### src/rtl/mips32_tlb_translate_unit_macros.svh
// assertion macros shared by the tlb translate unit rtl
// expects clk and rst to be visible in the module that uses them
`ifndef MIPS32_TLB_TRANSLATE_UNIT_MACROS_SVH
`define MIPS32_TLB_TRANSLATE_UNIT_MACROS_SVH

// implication checked at every clock edge outside reset
`define MTLB_ASSERT_IMP(lbl, ante, cons, msg) \
  lbl: assert property (@(posedge clk) disable iff (rst) (ante) |-> (cons)) else $error(msg);

// plain invariant checked at every clock edge outside reset
`define MTLB_ASSERT_ALWAYS(lbl, prop, msg) \
  lbl: assert property (@(posedge clk) disable iff (rst) (prop)) else $error(msg);

`endif

### src/rtl/mtlb_pkg.sv
// types, constants and codes for the tlb translate unit
// no dependencies; used by every module of the block
`default_nettype none

package mtlb_pkg;

  localparam int TLB_ENTRIES = 16;
  localparam int IDX_W = (TLB_ENTRIES > 1) ? $clog2(TLB_ENTRIES) : 1;

  // command codes
  localparam logic [1:0] CMD_XLATE = 2'd0;
  localparam logic [1:0] CMD_PROBE = 2'd1;
  localparam logic [1:0] CMD_READ  = 2'd2;
  localparam logic [1:0] CMD_WRITE = 2'd3;

  // translate status codes
  localparam logic [2:0] ST_DIRECT   = 3'd0;
  localparam logic [2:0] ST_HIT      = 3'd1;
  localparam logic [2:0] ST_INVALID  = 3'd2;
  localparam logic [2:0] ST_REFILL   = 3'd3;
  localparam logic [2:0] ST_ADDR_ERR = 3'd4;

  // kseg0/kseg1-style unmapped segment selector in vaddr[31:30]
  localparam logic [1:0] SEG_DIRECT = 2'b10;

  typedef struct packed {
    logic [1:0]  cmd;
    logic [31:0] vaddr;
    logic        user_mode;
    logic        error_level;
    logic [7:0]  cur_asid;
    logic [3:0]  entry_index;
    logic [25:0] lo_even;
    logic [25:0] lo_odd;
  } in_t;

  typedef struct packed {
    logic [2:0]  xlate_status;
    logic [31:0] phys_addr;
    logic        page_dirty;
    logic        probe_miss;
    logic [3:0]  found_index;
    logic [18:0] rd_vpn2;
    logic [7:0]  rd_asid;
    logic [25:0] rd_lo_even;
    logic [25:0] rd_lo_odd;
  } out_t;

  typedef struct packed {
    logic [18:0] vpn2;
    logic [7:0]  asid;
    logic        glob;
  } tag_t;

  typedef struct packed {
    logic [19:0] pfn;
    logic [2:0]  cache;
    logic        dirty;
    logic        valid;
  } page_t;

  // entry write broadcast to all cells
  typedef struct packed {
    logic        en;
    logic [3:0]  idx;
    tag_t        tag;
    page_t       even;
    page_t       odd;
  } wr_t;

  // lookup token travelling down the cell row
  typedef struct packed {
    logic             active;
    logic [1:0]       cmd;
    logic [31:0]      vaddr;
    logic             user_mode;
    logic             error_level;
    logic [7:0]       cur_asid;
    logic [3:0]       entry_index;
    logic             hit;
    logic [IDX_W-1:0] hit_idx;
    tag_t             tag;
    page_t            even;
    page_t            odd;
  } tok_t;

endpackage

`default_nettype wire

### src/rtl/mtlb_cell.sv
// one tlb entry plus one stage of the lookup token chain
// depends on mtlb_pkg
`default_nettype none

module mtlb_cell (
  input  wire logic                    clk,
  input  wire logic                    rst,
  input  wire logic                    advance,
  input  wire logic [mtlb_pkg::IDX_W-1:0] cell_id,
  input  wire mtlb_pkg::wr_t           wr,
  input  wire mtlb_pkg::tok_t          tok_in,
  output mtlb_pkg::tok_t               tok_out
);
  import mtlb_pkg::*;

  tag_t  tag;
  page_t even_pg;
  page_t odd_pg;
  tok_t  tok_next;
  logic  id_hit;
  logic  vpn_ok;
  logic  asid_ok;
  logic  capture;

  // entry storage, cleared at reset
  always_ff @(posedge clk) begin
    if (rst) begin
      tag     <= '0;
      even_pg <= '0;
      odd_pg  <= '0;
    end else if (wr.en && (32'(wr.idx) == 32'(cell_id))) begin
      tag     <= wr.tag;
      even_pg <= wr.even;
      odd_pg  <= wr.odd;
    end
  end

  // compare against the passing token
  assign id_hit  = (32'(tok_in.entry_index) == 32'(cell_id));
  assign vpn_ok  = (tag.vpn2 == tok_in.vaddr[31:13]);
  assign asid_ok = tag.glob || (tag.asid == tok_in.cur_asid);

  always_comb begin
    unique case (tok_in.cmd)
      CMD_XLATE, CMD_PROBE: capture = !tok_in.hit && vpn_ok && asid_ok;
      CMD_READ:             capture = id_hit;
      default:              capture = 1'b0;
    endcase
  end

  // first matching cell stamps its entry into the token
  always_comb begin
    tok_next = tok_in;
    if (capture) begin
      tok_next.hit     = 1'b1;
      tok_next.hit_idx = cell_id;
      tok_next.tag     = tag;
      tok_next.even    = even_pg;
      tok_next.odd     = odd_pg;
    end
  end

  // token stage, only the active flag is reset
  always_ff @(posedge clk) begin
    if (rst) begin
      tok_out.active <= 1'b0;
    end else if (advance) begin
      tok_out.active <= tok_next.active;
    end
    if (advance) begin
      tok_out.cmd         <= tok_next.cmd;
      tok_out.vaddr       <= tok_next.vaddr;
      tok_out.user_mode   <= tok_next.user_mode;
      tok_out.error_level <= tok_next.error_level;
      tok_out.cur_asid    <= tok_next.cur_asid;
      tok_out.entry_index <= tok_next.entry_index;
      tok_out.hit         <= tok_next.hit;
      tok_out.hit_idx     <= tok_next.hit_idx;
      tok_out.tag         <= tok_next.tag;
      tok_out.even        <= tok_next.even;
      tok_out.odd         <= tok_next.odd;
    end
  end

endmodule

`default_nettype wire

### src/rtl/mtlb_result.sv
// result formatting and output register for the tlb translate unit
// depends on mtlb_pkg
`default_nettype none

module mtlb_result (
  input  wire logic           clk,
  input  wire logic           rst,
  input  wire mtlb_pkg::tok_t tail,
  input  wire logic           out_stall,
  output logic                ready,
  output logic                out_valid,
  output mtlb_pkg::out_t      out_data
);
  import mtlb_pkg::*;

  out_t  res;
  page_t pg;
  logic  mapped;
  logic  load;

  // output register free or being emptied this cycle
  assign ready = !out_valid || !out_stall;
  assign load  = tail.active && ready;

  assign pg = tail.vaddr[12] ? tail.odd : tail.even;

  // segment class and per-command result
  always_comb begin
    res    = '0;
    mapped = tail.user_mode ||
             !((tail.vaddr[31:30] == SEG_DIRECT) || tail.error_level);
    unique case (tail.cmd)
      CMD_XLATE: begin
        if (tail.user_mode && tail.vaddr[31]) begin
          res.xlate_status = ST_ADDR_ERR;
        end else if (!mapped) begin
          res.xlate_status = ST_DIRECT;
        end else if (!tail.hit) begin
          res.xlate_status = ST_REFILL;
        end else begin
          res.page_dirty = pg.dirty;
          if (pg.valid) begin
            res.xlate_status = ST_HIT;
            res.phys_addr    = {pg.pfn, tail.vaddr[11:0]};
          end else begin
            res.xlate_status = ST_INVALID;
          end
        end
      end
      CMD_PROBE: begin
        if (tail.hit) begin
          res.found_index = 4'(tail.hit_idx);
        end else begin
          res.probe_miss = 1'b1;
        end
      end
      CMD_READ: begin
        if (tail.hit) begin
          res.rd_vpn2    = tail.tag.vpn2;
          res.rd_asid    = tail.tag.asid;
          res.rd_lo_even = {tail.even, tail.tag.glob};
          res.rd_lo_odd  = {tail.odd, tail.tag.glob};
        end
      end
      default: begin
        res = '0;
      end
    endcase
  end

  // output valid
  always_ff @(posedge clk) begin
    if (rst) begin
      out_valid <= 1'b0;
    end else if (load) begin
      out_valid <= 1'b1;
    end else if (!out_stall) begin
      out_valid <= 1'b0;
    end
  end

  // output beat payload
  always_ff @(posedge clk) begin
    if (load) begin
      out_data <= res;
    end
  end

endmodule

`default_nettype wire

### src/rtl/mips32_tlb_translate_unit.sv
// MIPS32-style joint TLB with 4 KB page pairs: translate, probe, read and write
// one input beat in flight at a time, walking a row of TLB_ENTRIES entry cells; the
// next beat is taken only once the result of the last one has been registered, so
// the command rate is set by the length of the cell row. Writes land in the entry at
// the edge
// the beat is taken. The output register lets the next command run while a result
// waits; a finished token parks in the last cell until the output register frees up.
// Depends on mtlb_pkg, mtlb_cell, mtlb_result and the assertion macro header.
`default_nettype none

`include "mips32_tlb_translate_unit_macros.svh"

module mips32_tlb_translate_unit (
  input  wire logic           clk,
  input  wire logic           rst,
  input  wire logic           in_valid,
  output logic                in_stall,
  input  wire mtlb_pkg::in_t  in_data,
  output logic                out_valid,
  input  wire logic           out_stall,
  output mtlb_pkg::out_t      out_data
);
  import mtlb_pkg::*;

  tok_t                   chain [TLB_ENTRIES+1];
  logic [TLB_ENTRIES-1:0] act_vec;
  wr_t                    wr;
  tok_t                   tail;
  logic                   in_accept;
  logic                   res_ready;
  logic                   advance;
  logic                   retire;
  logic                   inflight;

  assign in_accept = in_valid && !in_stall;
  assign in_stall  = inflight;
  assign tail      = chain[TLB_ENTRIES];
  assign advance   = !tail.active || res_ready;
  assign retire    = tail.active && res_ready;

  // token injected at the head of the row
  always_comb begin
    chain[0]             = '0;
    chain[0].active      = in_accept;
    chain[0].cmd         = in_data.cmd;
    chain[0].vaddr       = in_data.vaddr;
    chain[0].user_mode   = in_data.user_mode;
    chain[0].error_level = in_data.error_level;
    chain[0].cur_asid    = in_data.cur_asid;
    chain[0].entry_index = in_data.entry_index;
  end

  // entry write broadcast
  always_comb begin
    wr.en        = in_accept && (in_data.cmd == CMD_WRITE);
    wr.idx       = in_data.entry_index;
    wr.tag.vpn2  = in_data.vaddr[31:13];
    wr.tag.asid  = in_data.cur_asid;
    wr.tag.glob  = in_data.lo_even[0] & in_data.lo_odd[0];
    wr.even      = page_t'(in_data.lo_even[25:1]);
    wr.odd       = page_t'(in_data.lo_odd[25:1]);
  end

  // row of entry cells
  for (genvar g = 0; g < TLB_ENTRIES; g++) begin : g_cell
    mtlb_cell u_cell (
      .clk     (clk),
      .rst     (rst),
      .advance (advance),
      .cell_id (IDX_W'(g)),
      .wr      (wr),
      .tok_in  (chain[g]),
      .tok_out (chain[g+1])
    );
    assign act_vec[g] = chain[g+1].active;
  end

  mtlb_result u_result (
    .clk       (clk),
    .rst       (rst),
    .tail      (tail),
    .out_stall (out_stall),
    .ready     (res_ready),
    .out_valid (out_valid),
    .out_data  (out_data)
  );

  // one command in flight until its result is registered
  always_ff @(posedge clk) begin
    if (rst) begin
      inflight <= 1'b0;
    end else if (in_accept) begin
      inflight <= 1'b1;
    end else if (retire) begin
      inflight <= 1'b0;
    end
  end

  `MTLB_ASSERT_ALWAYS(a_one_token, $onehot0(act_vec), "more than one token in the cell row")
  `MTLB_ASSERT_ALWAYS(a_busy_track, inflight == (act_vec != '0), "busy flag lost its token")
  `MTLB_ASSERT_IMP(a_result_src, $rose(out_valid), $past(tail.active), "result without token")
  `MTLB_ASSERT_IMP(a_park, $past(tail.active && !res_ready), tail.active && $stable(act_vec), "token moved while parked")

endmodule

`default_nettype wire
### config.mk
export PLATFORM = sky130hd
export DESIGN_NAME = mips32_tlb_translate_unit
export DESIGN_NICKNAME = d
export VERILOG_FILES = /design/src/rtl/mtlb_pkg.sv /design/src/rtl/mtlb_cell.sv /design/src/rtl/mtlb_result.sv /design/src/rtl/mips32_tlb_translate_unit.sv
export VERILOG_INCLUDE_DIRS = /design/src /design/src/rtl
export SDC_FILE = /design/constraint.sdc
export NUM_CORES = 2
export LEC_CHECK = 0
export BUFFER_PORTS_ARGS = -buffer_cell sky130_fd_sc_hd__buf_2
export CAP_MARGIN = 40
export CORE_UTILIZATION = 25
export CTS_CLUSTER_DIAMETER = 120
export DETAILED_ROUTE_END_ITERATION = 12
export GPL_TIMING_DRIVEN = 0
export PLACE_DENSITY = 0.47
export SYNTH_ARGS = -nofsm -noshare
export SYNTH_HDL_FRONTEND = slang
export SYNTH_HIERARCHICAL = 1
export SYNTH_SLANG_ARGS = --single-unit
### constraint.sdc
create_clock -name clk -period 70.2 [get_ports clk]
set_input_delay 10.53 -clock clk [delete_from_list [all_inputs] [get_ports clk]]
set_output_delay 10.53 -clock clk [all_outputs]
set_load 0.03 [all_outputs]
==> results.cfg <==
[run_status]
status = complete, no violations

[grt]
grt_usage_pct = 12.09
grt_pass1_vias = 72610
grt_pass1_wl_um = 489900
antenna_found_initial = 32
grt_max_degree = 70
overflow = 0

[setup_path]
crit_family = buffers and inverters
r2r-start = u_result/out_valid
cp_max_fo = 64
end_kind = flip-flop
cp_slowest_cell = nand2b_4
r2r-end = g_cell[1].u_cell/tok_out[9]
critPathKind = in2reg
crit_path_end = g_cell[1].u_cell/tok_out[9]
regToRegSetupSlack_ns = 65.91
crit_top_cell = buf_16
critical-path-max-stage-delay_ns = 0.60
critPathLaunch = out_stall
critPathBufInv = 10
required_ns = 70.78
worstPathArrival_ns = 14.32
crit_path_start_kind = input pin
crit_cells = 12
r2r_cells = 11
cp_cell_sequence = buf_2, nand2_1, nand2b_4, buf_16, buf_16, buf_16, buf_16, buf_16, buf_16, buf_16, buf_16, buf_16

[synthesis]
synth_area_um2 = 132800
yosysWarningCount = 6
synthCells = 10170
avgSynthCellArea_um2 = 13.06

[floorplanning]
ios = 226
start_util_pct = 25.12
die_h_um = 730.9
die-area_um2 = 534300
die_width_um = 730.9
coreArea_um2 = 528800
placement_rows = 267

[clocking]
cts_hold_buffers = 0
cts_sinks = 3452
cts_buffers = 384
htreeDepth = 5
cts-resized-gates = 0
cts_setup_buffers = 0
tritoncts = yes
cts_max_path_buffers = 4
clk_latency_ns = 0.95
root_buffer = clkbuf_16
clkSlewWorstSetupHoldPaths_ns = 0.06

[pwr]
power_density_nw_per_um2 = 28.57
p_leak_nw = 55.25
vdd.ir_drop.worst_mv = 0.01994
total_power_mw = 4.509

[detailed_routing]
firstDrtPassIters = 7
initialDrtViolationCount = 4430
wl_per_cell_um = 18.01
route.antenna.remaining_nets = 0
num_vias = 73260
vias_per_cell = 3.968
routed_wl_um = 332600
drcViolationCount = 0

[run]
maxCapViolCount = 0

[sta]
slew_headroom_pct = 36.67
grt_setup_unrepaired = no
tightest_slew_ns = 0.9499
period_needed_ns = 13.74
fin_tns_setup_ns = 0
finalClockSkew_ns = 0.09652
drv_slew = 0
fmax_ghz = 0.07278
finalCritPeriodShare_pct = 19.57
hold_violations = 0
setup_viol_count_final = 0

[layout]
layout_common_cells = nand2_1, edfxtp_1, mux2_2
finalNetCount = 11230
final_common_cell = nand2_1
area_growth_syn_to_layout_pct = 18.81
num-fill-cells = 53340
multiInputGateArea_um2 = 39700
final_util_pct = 29.84
drive_gt1_share_pct = 20.75
regArea_um2 = 90990

[placed_design]
port_buffers = 225
gp_congestion = 0.7859
dp_hpwl_um = 248200

[hold_path]
hp-class = reg2reg
## worst min path at each step
stage / slack [ns] / endpoint / startpoint / depth (start not counted)
4_1_cts: 0.37 / g_cell[7].u_cell/tok_out[96] / g_cell[6].u_cell/tok_out[96] / 0
6_report: 0.37 / g_cell[7].u_cell/tok_out[96] / g_cell[6].u_cell/tok_out[96] / 0
3_3_place_gp: 0.40 / g_cell[15].u_cell/tok_out[98] / g_cell[14].u_cell/tok_out[98] / 0
3_5_place_dp: 0.40 / g_cell[10].u_cell/tok_out[104] / g_cell[9].u_cell/tok_out[104] / 0
5_1_grt: 0.39 / g_cell[7].u_cell/tok_out[96] / g_cell[6].u_cell/tok_out[96] / 0
2_1_floorplan: 0.40 / g_cell[10].u_cell/tok_out[100] / g_cell[9].u_cell/tok_out[100] / 0
## registers in the layout, indices dropped and copies added (netlist names)
signal / count
g_cell.u_cell/tok_out: 2083
g_cell.u_cell/odd_pg: 400
in_stall: 1
u_result/out_data: 119
g_cell.u_cell/even_pg: 400
u_result/out_valid: 1
g_cell.u_cell/tag: 448
## power breakdown
group	leakage, nW	internal, mW	switching [mW]
registers	33.3	2.28	0.0463
logic	15.8	0.0841	0.107
clock network	6.19	1.18	0.819
## routing by layer
| layer | wire length (um) | vias to the layer above | GRT usage (%) |
|---|---|---|---|
| met3 | 10780 | 519 | 1.412 |
| met1 | 163800 | 33940 | 17.20 |
| li1 | - | 37600 | - |
| met5 | 23 | - | 0 |
| met4 | 9442 | 4 | 3.581 |
| met2 | 148500 | 1193 | 19.26 |
## metrics by stage
step                setup slack, ns  std cells  instance area [um^2]  hold WS (ns)
floorplan                     6.769      10450                133900        0.4003
global placement             -16.75      17670                143700        0.4002
detailed placement            55.40      17730                145200        0.4045
CTS                           56.43      18450                157800        0.3728
global route                  56.17      18460                157800        0.3937
finish                        56.46      18460                157800        0.3663
## area by class of cell
| type | count | area share, % |
|---|---|---|
| multi-input combinational | 6419 | 25.15 |
| sequential | 3452 | 57.65 |
| antenna | 10 | 0.01586 |
| buffer | 563 | 1.988 |
| clock inverter | 179 | 1.096 |
| clock buffer | 541 | 6.869 |
| tap | 6994 | 5.545 |
| inverter | 13 | 0.03092 |
| timing repair buffer | 293 | 1.650 |
Power figures use the tool's default switching activity.
